File: config.mk
export PLATFORM = sky130hd
export DESIGN_NAME = usb_control_endpoint_engine
export DESIGN_NICKNAME = d
export VERILOG_FILES = /design/src/design/usbcep_pkg.sv /design/src/design/usb_control_endpoint_engine.sv /design/src/design/usbcep_csr.sv /design/src/design/usbcep_core.sv
export SDC_FILE = /design/constraint.sdc
export NUM_CORES = 1
export LEC_CHECK = 0
export ABC_AREA = 0
export BUFFER_PORTS_ARGS = -buffer_cell sky130_fd_sc_hd__buf_4
export CORE_MARGIN = 4
export CORE_UTILIZATION = 40
export CTS_CLUSTER_DIAMETER = 150
export DETAILED_ROUTE_END_ITERATION = 7
export SLEW_MARGIN = 20
export SYNTH_ARGS = -nofsm -noshare
export SYNTH_HDL_FRONTEND = slang
export SYNTH_SLANG_ARGS = --single-unit
File: constraint.sdc
create_clock -name clock -period 16.8 [get_ports clock]
set_input_delay 0 -clock clock [delete_from_list [all_inputs] [get_ports clock]]
set_output_delay 0 -clock clock [all_outputs]
set_load 0.05 [all_outputs]
File: src/design/usbcep_pkg.sv
`timescale 1ns / 1ps

package usbcep_pkg;

   // Event kinds carried in the request tuser
   typedef enum logic [2:0] {
      CMD_SETUP   = 3'd0,
      CMD_IN_DONE = 3'd1,
      CMD_BUS_RST = 3'd2,
      CMD_SUSPEND = 3'd3,
      CMD_WAKEUP  = 3'd4
   } cmd_type;

   // Result action codes
   typedef enum logic [1:0] {
      ACT_NONE     = 2'd0,
      ACT_SEND_IN  = 2'd1,
      ACT_STALL    = 2'd2,
      ACT_LOAD_ADR = 2'd3
   } action_type;

   // Device states
   typedef enum logic [1:0] {
      DEV_DEFAULT    = 2'd0,
      DEV_ADDRESSED  = 2'd1,
      DEV_CONFIGURED = 2'd2
   } dev_state_type;

   // Data sources
   localparam logic [3:0] SRC_STATUS  = 4'd0;
   localparam logic [3:0] SRC_DEVICE  = 4'd1;
   localparam logic [3:0] SRC_CONFIG  = 4'd2;
   localparam logic [3:0] SRC_STRING0 = 4'd3;
   localparam logic [3:0] SRC_STRING1 = 4'd4;
   localparam logic [3:0] SRC_STRING2 = 4'd5;
   localparam logic [3:0] SRC_STRING3 = 4'd6;
   localparam logic [3:0] SRC_HID     = 4'd7;
   localparam logic [3:0] SRC_EMPTY   = 4'd8;

   // Register indexes
   localparam logic [2:0] CSR_EP0_MAX_PACKET = 3'd0;
   localparam logic [2:0] CSR_DEVICE_DESC    = 3'd1;
   localparam logic [2:0] CSR_CONFIG_TOTAL   = 3'd2;
   localparam logic [2:0] CSR_LANG_STRING    = 3'd3;
   localparam logic [2:0] CSR_MAKER_STRING   = 3'd4;
   localparam logic [2:0] CSR_PRODUCT_STRING = 3'd5;
   localparam logic [2:0] CSR_SERIAL_STRING  = 3'd6;
   localparam logic [2:0] CSR_HID_REPORT     = 3'd7;

   // Request codes
   localparam logic [7:0] REQ_GET_STATUS     = 8'h00;
   localparam logic [7:0] REQ_SET_ADDRESS    = 8'h05;
   localparam logic [7:0] REQ_GET_DESCRIPTOR = 8'h06;
   localparam logic [7:0] REQ_SET_CONFIG     = 8'h09;
   localparam logic [7:0] REQ_SET_IDLE       = 8'h0A;

   // bmRequestType values and type field
   localparam logic [7:0] RT_TYPE_MASK = 8'h60;
   localparam logic [7:0] RT_STANDARD  = 8'h00;
   localparam logic [7:0] RT_CLASS     = 8'h20;
   localparam logic [7:0] RT_HOST_OUT  = 8'h00;
   localparam logic [7:0] RT_DEV_IN    = 8'h80;
   localparam logic [7:0] RT_IF_IN     = 8'h81;

   // Descriptor kinds in the high byte of wValue
   localparam logic [7:0] DESC_DEVICE     = 8'h01;
   localparam logic [7:0] DESC_CONFIG     = 8'h02;
   localparam logic [7:0] DESC_STRING     = 8'h03;
   localparam logic [7:0] DESC_QUALIFIER  = 8'h06;
   localparam logic [7:0] DESC_HID_REPORT = 8'h22;

   // Max packet clamp limits
   localparam logic [6:0] MP_MIN = 7'd8;
   localparam logic [6:0] MP_MAX = 7'd64;

   typedef struct packed {
      logic [6:0]  ep0_max_packet;
      logic [7:0]  device_desc_len;
      logic [15:0] config_total_len;
      logic [7:0]  lang_string_len;
      logic [7:0]  maker_string_len;
      logic [7:0]  product_string_len;
      logic [7:0]  serial_string_len;
      logic [15:0] hid_report_len;
   } cfg_type;

   typedef struct packed {
      logic [2:0]  cmd;
      logic [7:0]  request_type;
      logic [7:0]  request_code;
      logic [15:0] request_value;
      logic [15:0] request_index;
      logic [15:0] request_length;
      logic        app_accepts;
   } req_type;

   typedef struct packed {
      logic [1:0]  action;
      logic [3:0]  data_source;
      logic [15:0] data_offset;
      logic [6:0]  packet_bytes;
      logic        rearm_out;
      logic [6:0]  address_out;
      logic [1:0]  device_state;
      logic        suspended;
      logic        idle_strobe;
      logic [15:0] idle_interface;
      logic [15:0] idle_value;
   } rsp_type;

endpackage

File: src/design/usb_control_endpoint_engine.sv
`timescale 1ns / 1ps
// A request word is captured in the request register and moves on to the result
// register, raising rsp_tvalid, once that register is free or drains.
// Throughput: one word per cycle while the result side is not stalled; the decode
// and packet sizing between the two registers are combinational.
// Reset: synchronous, active high; device state default, no transfer, not
// suspended, and the configuration registers back at their default values.

module usb_control_endpoint_engine
   import usbcep_pkg::*;
(
   input  logic        clock,
   input  logic        reset,
   // Request channel
   input  logic        req_tvalid,
   output logic        req_tready,
   // tdata: request_type[7:0], request_code[15:8], request_value[31:16],
   //        request_index[47:32], request_length[63:48], app_accepts[64], zero pad
   input  logic [71:0] req_tdata,
   // tuser: cmd[2:0]
   input  logic [2:0]  req_tuser,
   // Result channel
   output logic        rsp_tvalid,
   input  logic        rsp_tready,
   // tdata: data_source[3:0], data_offset[19:4], packet_bytes[26:20],
   //        rearm_out[27], address_out[34:28], device_state[36:35],
   //        suspended[37], idle_strobe[38], idle_interface[54:39],
   //        idle_value[70:55], zero pad
   output logic [71:0] rsp_tdata,
   // tuser: action[1:0]
   output logic [1:0]  rsp_tuser,
   // Configuration write port
   input  logic        csr_we,
   input  logic [2:0]  csr_index,
   input  logic [15:0] csr_wdata
);

   logic    in_valid_ff, in_valid_in;
   req_type in_word_ff;
   logic    out_valid_ff, out_valid_in;
   rsp_type out_word_ff;
   rsp_type core_rsp;
   cfg_type cfg;
   logic    fire;
   logic    take;

   usbcep_csr u_csr (
      .clock     (clock),
      .reset     (reset),
      .csr_we    (csr_we),
      .csr_index (csr_index),
      .csr_wdata (csr_wdata),
      .cfg       (cfg)
   );

   usbcep_core u_core (
      .clock (clock),
      .reset (reset),
      .fire  (fire),
      .req   (in_word_ff),
      .cfg   (cfg),
      .rsp   (core_rsp)
   );

   // Move a word forward when the result register is free or drains
   assign fire       = in_valid_ff && (!out_valid_ff || rsp_tready);
   assign req_tready = !in_valid_ff || fire;
   assign take       = req_tvalid && req_tready;

   always_comb begin
      in_valid_in = in_valid_ff;
      if (take) begin
         in_valid_in = 1'b1;
      end else if (fire) begin
         in_valid_in = 1'b0;
      end
      out_valid_in = out_valid_ff;
      if (fire) begin
         out_valid_in = 1'b1;
      end else if (rsp_tready) begin
         out_valid_in = 1'b0;
      end
   end

   always_ff @(posedge clock) begin
      if (reset) begin
         in_valid_ff  <= 1'b0;
         out_valid_ff <= 1'b0;
      end else begin
         in_valid_ff  <= in_valid_in;
         out_valid_ff <= out_valid_in;
      end
   end

   // Capture the request word
   always_ff @(posedge clock) begin
      if (take) begin
         in_word_ff.cmd            <= req_tuser;
         in_word_ff.request_type   <= req_tdata[7:0];
         in_word_ff.request_code   <= req_tdata[15:8];
         in_word_ff.request_value  <= req_tdata[31:16];
         in_word_ff.request_index  <= req_tdata[47:32];
         in_word_ff.request_length <= req_tdata[63:48];
         in_word_ff.app_accepts    <= req_tdata[64];
      end
   end

   // Hold the result word
   always_ff @(posedge clock) begin
      if (fire) begin
         out_word_ff <= core_rsp;
      end
   end

   assign rsp_tvalid = out_valid_ff;
   assign rsp_tuser  = out_word_ff.action;
   assign rsp_tdata  = {1'b0,
                        out_word_ff.idle_value,
                        out_word_ff.idle_interface,
                        out_word_ff.idle_strobe,
                        out_word_ff.suspended,
                        out_word_ff.device_state,
                        out_word_ff.address_out,
                        out_word_ff.rearm_out,
                        out_word_ff.packet_bytes,
                        out_word_ff.data_offset,
                        out_word_ff.data_source};

   // A word taken by the core shows on the result side next cycle
   a_fire_shows : assert property (@(posedge clock) disable iff (reset)
      fire |=> rsp_tvalid)
      else $error("decoded word did not reach the result register");

   // Packet fields stay zero unless an IN packet is sent
   a_pkt_fields : assert property (@(posedge clock) disable iff (reset)
      (rsp_tvalid && rsp_tuser != ACT_SEND_IN) |->
         (rsp_tdata[27:4] == 24'd0 && rsp_tdata[3:0] == 4'd0))
      else $error("packet fields set without an IN packet");

   // A packet never exceeds the largest endpoint 0 size
   a_pkt_size : assert property (@(posedge clock) disable iff (reset)
      rsp_tvalid |-> rsp_tdata[26:20] <= MP_MAX)
      else $error("packet larger than max packet size");

   // Address is only driven on a load-address result
   a_addr_only : assert property (@(posedge clock) disable iff (reset)
      (rsp_tvalid && rsp_tuser != ACT_LOAD_ADR) |-> rsp_tdata[34:28] == 7'd0)
      else $error("address driven without a load action");

   // A packet shorter than the smallest endpoint 0 size always ends the transfer
   a_short_rearm : assert property (@(posedge clock) disable iff (reset)
      (rsp_tvalid && rsp_tuser == ACT_SEND_IN && rsp_tdata[26:20] < MP_MIN) |->
         rsp_tdata[27])
      else $error("short packet did not end the transfer");

endmodule

File: src/design/usbcep_csr.sv
`timescale 1ns / 1ps

module usbcep_csr
   import usbcep_pkg::*;
(
   input  logic        clock,
   input  logic        reset,
   input  logic        csr_we,
   input  logic [2:0]  csr_index,
   input  logic [15:0] csr_wdata,
   output cfg_type     cfg
);

   cfg_type cfg_ff;
   cfg_type cfg_in;

   // Decode the register write
   always_comb begin
      cfg_in = cfg_ff;
      if (csr_we) begin
         unique case (csr_index)
            CSR_EP0_MAX_PACKET: cfg_in.ep0_max_packet     = csr_wdata[6:0];
            CSR_DEVICE_DESC:    cfg_in.device_desc_len    = csr_wdata[7:0];
            CSR_CONFIG_TOTAL:   cfg_in.config_total_len   = csr_wdata;
            CSR_LANG_STRING:    cfg_in.lang_string_len    = csr_wdata[7:0];
            CSR_MAKER_STRING:   cfg_in.maker_string_len   = csr_wdata[7:0];
            CSR_PRODUCT_STRING: cfg_in.product_string_len = csr_wdata[7:0];
            CSR_SERIAL_STRING:  cfg_in.serial_string_len  = csr_wdata[7:0];
            CSR_HID_REPORT:     cfg_in.hid_report_len     = csr_wdata;
         endcase
      end
   end

   // Hold the registers, load defaults on reset
   always_ff @(posedge clock) begin
      if (reset) begin
         cfg_ff.ep0_max_packet     <= 7'd64;
         cfg_ff.device_desc_len    <= 8'd18;
         cfg_ff.config_total_len   <= 16'd34;
         cfg_ff.lang_string_len    <= 8'd4;
         cfg_ff.maker_string_len   <= 8'd0;
         cfg_ff.product_string_len <= 8'd0;
         cfg_ff.serial_string_len  <= 8'd0;
         cfg_ff.hid_report_len     <= 16'd0;
      end else begin
         cfg_ff <= cfg_in;
      end
   end

   assign cfg = cfg_ff;

endmodule

File: src/design/usbcep_core.sv
`timescale 1ns / 1ps

module usbcep_core
   import usbcep_pkg::*;
(
   input  logic    clock,
   input  logic    reset,
   input  logic    fire,
   input  req_type req,
   input  cfg_type cfg,
   output rsp_type rsp
);

   logic [1:0]  dev_state_ff, dev_state_in;
   logic        suspend_ff, suspend_in;
   logic [6:0]  pend_addr_ff, pend_addr_in;
   logic [7:0]  last_req_ff, last_req_in;
   logic        active_ff, active_in;
   logic [3:0]  src_ff, src_in;
   logic [15:0] len_ff, len_in;
   logic [15:0] off_ff, off_in;

   logic        start_go;
   logic [3:0]  start_src;
   logic [15:0] start_len;
   logic        stall;
   logic        idle_hit;
   logic [15:0] idle_if;
   logic [15:0] idle_val;
   logic        do_pkt;
   logic [15:0] pk_off;
   logic [15:0] pk_len;
   logic [3:0]  pk_src;
   logic [16:0] rem_diff;
   logic [15:0] rem;
   logic [6:0]  mp;
   logic [6:0]  nbytes;
   logic        last_pkt;
   logic [7:0]  rtype;
   logic [7:0]  kind;
   logic [7:0]  str_idx;
   logic        is_setup;

   assign rtype    = req.request_type;
   assign kind     = req.request_value[15:8];
   assign str_idx  = req.request_value[7:0];
   assign is_setup = (req.cmd == CMD_SETUP);

   // Clamp the max packet size into the legal range
   always_comb begin
      if (cfg.ep0_max_packet < MP_MIN) begin
         mp = MP_MIN;
      end else if (cfg.ep0_max_packet > MP_MAX) begin
         mp = MP_MAX;
      end else begin
         mp = cfg.ep0_max_packet;
      end
   end

   // Decode setup and bus reset into state, start or stall
   always_comb begin
      start_go     = 1'b0;
      start_src    = SRC_EMPTY;
      start_len    = 16'd0;
      stall        = 1'b0;
      dev_state_in = dev_state_ff;
      pend_addr_in = pend_addr_ff;
      idle_hit     = 1'b0;
      idle_if      = 16'd0;
      idle_val     = 16'd0;
      if (is_setup) begin
         if ((rtype & RT_TYPE_MASK) == RT_STANDARD) begin
            priority if (req.request_code == REQ_GET_STATUS) begin
               if (rtype == RT_DEV_IN && req.request_length == 16'd2 && !active_ff) begin
                  start_go  = 1'b1;
                  start_src = SRC_STATUS;
                  start_len = 16'd2;
               end
            end else if (req.request_code == REQ_SET_ADDRESS) begin
               if (rtype == RT_HOST_OUT && dev_state_ff != DEV_CONFIGURED) begin
                  pend_addr_in = req.request_value[6:0];
                  dev_state_in = (req.request_value != 16'd0) ? DEV_ADDRESSED : DEV_DEFAULT;
                  start_go     = 1'b1;
               end
            end else if (req.request_code == REQ_GET_DESCRIPTOR) begin
               if (rtype == RT_DEV_IN) begin
                  priority if (kind == DESC_DEVICE) begin
                     start_go  = 1'b1;
                     start_src = SRC_DEVICE;
                     start_len = {8'd0, cfg.device_desc_len};
                  end else if (kind == DESC_CONFIG) begin
                     start_go  = 1'b1;
                     start_src = SRC_CONFIG;
                     start_len = (req.request_length < cfg.config_total_len) ?
                                 req.request_length : cfg.config_total_len;
                  end else if (kind == DESC_STRING) begin
                     priority if (str_idx == 8'd0) begin
                        start_go  = 1'b1;
                        start_src = SRC_STRING0;
                        start_len = {8'd0, cfg.lang_string_len};
                     end else if (str_idx == 8'd1) begin
                        start_go  = 1'b1;
                        start_src = SRC_STRING1;
                        start_len = {8'd0, cfg.maker_string_len};
                     end else if (str_idx == 8'd2) begin
                        start_go  = 1'b1;
                        start_src = SRC_STRING2;
                        start_len = {8'd0, cfg.product_string_len};
                     end else if (str_idx == 8'd3) begin
                        start_go  = 1'b1;
                        start_src = SRC_STRING3;
                        start_len = {8'd0, cfg.serial_string_len};
                     end else begin
                        start_go  = 1'b0;
                     end
                  end else if (kind == DESC_QUALIFIER) begin
                     stall = 1'b1;
                  end else begin
                     start_go = 1'b0;
                  end
               end else if (rtype == RT_IF_IN) begin
                  if (kind == DESC_HID_REPORT) begin
                     start_go  = 1'b1;
                     start_src = SRC_HID;
                     start_len = cfg.hid_report_len;
                  end
               end
            end else if (req.request_code == REQ_SET_CONFIG) begin
               if (rtype == RT_HOST_OUT && dev_state_ff != DEV_DEFAULT && req.app_accepts) begin
                  dev_state_in = DEV_CONFIGURED;
                  start_go     = 1'b1;
               end else begin
                  stall = 1'b1;
               end
            end else begin
               start_go = 1'b0;
            end
         end else if ((rtype & RT_TYPE_MASK) == RT_CLASS) begin
            if (req.request_code == REQ_SET_IDLE) begin
               idle_hit = 1'b1;
               idle_if  = req.request_index;
               idle_val = req.request_value;
               start_go = 1'b1;
            end
         end
      end else if (req.cmd == CMD_BUS_RST) begin
         dev_state_in = DEV_DEFAULT;
         pend_addr_in = 7'd0;
      end
   end

   // Size the next packet from a new transfer or the one in flight
   assign do_pkt   = start_go || (req.cmd == CMD_IN_DONE && active_ff);
   assign pk_off   = start_go ? 16'd0 : off_ff;
   assign pk_len   = start_go ? start_len : len_ff;
   assign pk_src   = start_go ? start_src : src_ff;
   assign rem_diff = {1'b0, pk_len} - {1'b0, pk_off};
   assign rem      = (pk_off <= pk_len) ? rem_diff[15:0] : 16'd0;
   assign nbytes   = (rem > {9'd0, mp}) ? mp : rem[6:0];
   assign last_pkt = (nbytes < mp);

   // Advance transfer, suspend and request state
   always_comb begin
      active_in   = active_ff;
      src_in      = src_ff;
      len_in      = len_ff;
      off_in      = off_ff;
      suspend_in  = suspend_ff;
      last_req_in = last_req_ff;
      if (is_setup) begin
         last_req_in = req.request_code;
      end
      if (start_go) begin
         src_in = start_src;
         len_in = start_len;
      end
      if (do_pkt) begin
         active_in = !last_pkt;
         off_in    = pk_off + {9'd0, nbytes};
      end
      unique case (req.cmd)
         CMD_BUS_RST: active_in  = 1'b0;
         CMD_SUSPEND: suspend_in = 1'b1;
         CMD_WAKEUP:  suspend_in = 1'b0;
         default:     suspend_in = suspend_ff;
      endcase
   end

   // Build the result word
   always_comb begin
      rsp.action       = ACT_NONE;
      rsp.data_source  = 4'd0;
      rsp.data_offset  = 16'd0;
      rsp.packet_bytes = 7'd0;
      rsp.rearm_out    = 1'b0;
      rsp.address_out  = 7'd0;
      if (do_pkt) begin
         rsp.action       = ACT_SEND_IN;
         rsp.data_source  = pk_src;
         rsp.data_offset  = pk_off;
         rsp.packet_bytes = nbytes;
         rsp.rearm_out    = last_pkt;
      end else if (stall) begin
         rsp.action = ACT_STALL;
      end else if (req.cmd == CMD_IN_DONE && last_req_ff == REQ_SET_ADDRESS) begin
         rsp.action      = ACT_LOAD_ADR;
         rsp.address_out = pend_addr_ff;
      end
      rsp.device_state   = dev_state_in;
      rsp.suspended      = suspend_in;
      rsp.idle_strobe    = idle_hit;
      rsp.idle_interface = idle_if;
      rsp.idle_value     = idle_val;
   end

   // Commit state when the word moves to the result register
   always_ff @(posedge clock) begin
      if (reset) begin
         dev_state_ff <= DEV_DEFAULT;
         suspend_ff   <= 1'b0;
         pend_addr_ff <= 7'd0;
         last_req_ff  <= 8'd0;
         active_ff    <= 1'b0;
         src_ff       <= 4'd0;
         len_ff       <= 16'd0;
         off_ff       <= 16'd0;
      end else if (fire) begin
         dev_state_ff <= dev_state_in;
         suspend_ff   <= suspend_in;
         pend_addr_ff <= pend_addr_in;
         last_req_ff  <= last_req_in;
         active_ff    <= active_in;
         src_ff       <= src_in;
         len_ff       <= len_in;
         off_ff       <= off_in;
      end
   end

endmodule
==> results.tsv <==
stage	metric	value	unit
outcome	status	completed	
routing	drtIter0Drc	822	
synth	synth_compound_area_share	15.6	%
routing	wl_met2	17000	um
critical_path	critPathRequiredTime	17.22	ns
die	row_count	66	
grt	antenna_found_initial	0	
critical_path	startpoint_type	register	
critical_path	r2r_cells	35	
pwr	p_leak	6.40	nW
timing	fin_tns_setup	0	ns
run	cap_violations	0	
layout	diodes	0	
clocking	cts_tree	built	
critical_path	cpMostUsedCell	nand2_1	
critical_path	cp.arrival	10.13	ns
timing	hold_viol	0	
clocking	clk_pin_slew	0.06	ns
pwr	ir_worst_vdd	59.2	uV
synth	yosys_most_used_dff	edfxtp_1	
synth	yosys.area.top_type	edfxtp_1	
timing	final-setup-viol-count	0	
pwr	power.total	1.59	mW
synth	synthArstFlopShare	0	%
clocking	post_cts_buffers	0	
die	dieWidth	191	um
critical_path	cpPeakStageDelay	0.78	ns
routing	met3RoutedLength	2170	um
synth	synthXorXnorAreaFrac	1.11	%
synth	ys_types	82	
layout	area_growth	27.1	%
synth	synth_common_cells	nand2_1, edfxtp_1, dfxtp_1	
die	fp.dieArea	0.0365	mm2
clocking	cts_sinks	277	
routing	drtAntennaViolNets	0	
layout	multiInputGateArea	0.00605	mm2
worst_hold_path	hold_depth	4	
clocking	htreeDepth	2	
synth	synthSimpleGateAreaFrac	21.4	%
grt	grt_pass1_vias	10900	
routing	top_layer_used	met4	
synth	synth_top_cells_by_area	edfxtp_1, dfxtp_1, nand2_1	
routing	wl	36800	um
synth	synthMuxAreaShare	1.90	%
synth	yosysTopAreaCellShare	31.6	%
synth	yosysMostFrequentCell	nand2_1	
critical_path	worst-r2r-setup-slack	7.09	ns
critical_path	slowest_stage	nor3_1	
worst_hold_path	worst_hold_path.endpoint	u_csr.cfg[29]	
timing	holdWs	0.110	ns
clocking	numCtsBuffers	34	
timing	fmax	0.103	GHz
timing	grt_setup_unrepaired	no	
timing	tightest_slew	1.06	ns
timing	finalCriticalPeriod	9.71	ns
timing	finalClockSkew	0.00917	ns
die	die_y	191	um
clocking	clock_latency	0.51	ns
place	gp_congestion	0.888	
grt	grt_max_degree	85	
layout	regArea	0.00696	mm2
grt	grt_pass1_wl	58800	um
synth	synth-seq-cells	277	
routing	m1WireLength	16600	um
synth	syn-cell-area	0.0134	mm2
critical_path	r2r-start	in_word_ff[39]	
pwr	p_per_area	93.7	mW/mm2
die	initial_core_util	40.8	%
synth	synth_enable_flop_cells	141	
die	ios	175	
clocking	clk_path_buf_depth	3	
place	numPortBuffers	166	
routing	wire_per_inst	17.4	um
critical_path	end_kind	register	
layout	drive_above_1_share	15.8	%
layout	nFillCells	3021	
clocking	cts.repair.resized	0	
routing	drc_errors	0	
layout	nets	1802	
die	core_area	0.0328	mm2
routing	vias	11300	
synth	synthesis.instances	1414	
critical_path	r2r_end	u_core.off_ff[9]	
synth	synthesis.nets	1566	
timing	period_share	57.8	%
critical_path	cp_max_fo	22	
critical_path	crit_type	register to register	
synth	synthAdderAreaFrac	5.07	%
routing	viasPerCell	5.32	
synth	syn_avg_cell_area	9.47	um2
synth	ys_seq_area_share	52.0	%
worst_hold_path	hp-class	input port to register	
synth	yosys_warnings	0	
routing	first_pass_iters	5	
worst_hold_path	min_from	csr_index[2]	
clocking	cts-root-buf	clkbuf_16	
synth	synth_top_family_by_area	simple AND/OR/NAND/NOR gates	
timing	maxSlewViolCount	0	
grt	grt_overflow	0	
grt	grt.total_usage	20.0	%
timing	relSlewSlack	29.2	%
critical_path	cp-startpoint	in_word_ff[39]	
place	dp_hpwl	26000	um
-- how the worst max path moves through the flow --
stage / slack [ns] / cells past startpoint / endpoint
global placement: 7.37 / 36 / u_core.off_ff[9]
floorplan: 8.60 / 38 / u_core.off_ff[9]
global route: 6.27 / 35 / u_core.off_ff[9]
finish: 7.09 / 35 / u_core.off_ff[9]
detailed placement: 7.24 / 36 / u_core.off_ff[9]
CTS: 7.15 / 36 / u_core.off_ff[9]
-- logic make-up after synthesis --
logic type,after synthesis
simple gates,602
compound gates,340
flops,277
buf+inv,101
fa+ha+maj,53
mux,23
xor+xnor,17
other cells,1
-- placed cells by master, fill, tap and decap left out, types with 11 or more instances in the layout --
| master | netlist | routed |
|---|---|---|
| dlygate4sd3_1 | 0 | 92 |
| mux2i_1 | 13 | 13 |
| a31oi_1 | 13 | 13 |
| a22oi_1 | 11 | 11 |
| clkbuf_16 | 0 | 35 |
| and3_1 | 12 | 12 |
| nand2_1 | 279 | 279 |
| a21oi_1 | 132 | 131 |
| nand4_1 | 12 | 12 |
| and2_1 | 45 | 44 |
| o21ai_1 | 11 | 11 |
| o21ai_0 | 71 | 71 |
| inv_1 | 33 | 32 |
| edfxtp_1 | 141 | 141 |
| clkbuf_1 | 53 | 11 |
| nor2b_1 | 18 | 18 |
| nand2b_1 | 26 | 26 |
| a21o_1 | 11 | 11 |
| o211ai_1 | 14 | 14 |
| buf_4 | 1 | 175 |
| nor3_1 | 20 | 19 |
| ha_1 | 51 | 51 |
| dfxtp_1 | 136 | 136 |
| nor4_1 | 11 | 11 |
| nand3_1 | 59 | 59 |
| nor2_1 | 76 | 74 |
-- critical path, delay by kind of cell, from the launching register on --
family	cells	cell delay [ns]
buffers and inverters	2	0.30
and+or+nand+nor	14	3.46
adders and majority gates	4	1.24
AOI/OAI and AO/OA	15	4.16
DFF	1	0.42
-- registers in the layout, indices dropped and copies added (netlist names), 2 cells and up --
signal               cells
in_word_ff              68
rsp_tdata               71
rsp_tuser                2
u_core.dev_state_ff      2
u_core.last_req_ff       8
u_core.len_ff           16
u_core.off_ff           16
u_core.pend_addr_ff      7
u_core.src_ff            4
u_csr.cfg               79
-- metrics by stage --
| step | setup WS [ns] | cell area, um2 | instances | utilization (%) |
|---|---|---|---|---|
| after detailed placement | 7.24 | 15000 | 1964 | 45.8 |
| after CTS | 7.15 | 17000 | 2116 | 51.9 |
| after global placement | 7.37 | 15000 | 1964 | 45.8 |
| final | 7.09 | 17000 | 2116 | 51.9 |
| after global routing | 6.27 | 17000 | 2116 | 51.9 |
| after floorplan | 8.60 | 13400 | 1414 | - |
-- metal layers --
metal	GRT usage, %	vias up
li1	-	5557
met1	27.5	5287
met2	32.4	343
met3	3.18	67
met4	6.41	0
met5	0	-
-- area by class of cell --
cell class	instances	area share, %
Timing Repair Buffer	267	13.1
Clock buffer	48	5.55
Inverter	34	0.765
Multi-Input combinational cell	1036	35.6
Sequential cell	277	40.9
Clock inverter	12	0.787
Tap cell	442	3.25
-- report_power, final --
group | switching [mW] | leakage (nW) | internal (mW)
clock | 0.285 | 0.527 | 0.426
sequential | 0.0139 | 2.43 | 0.734
combinational | 0.0806 | 3.44 | 0.0532
-- what timing repair did --
action | 4_1_cts | 5_1_grt
endpoints found under the setup margin | 0 | 0
endpoints found under the hold margin | 182 | 0
hold buffers | 92 | 0
(Power assumes the default switching activity.)
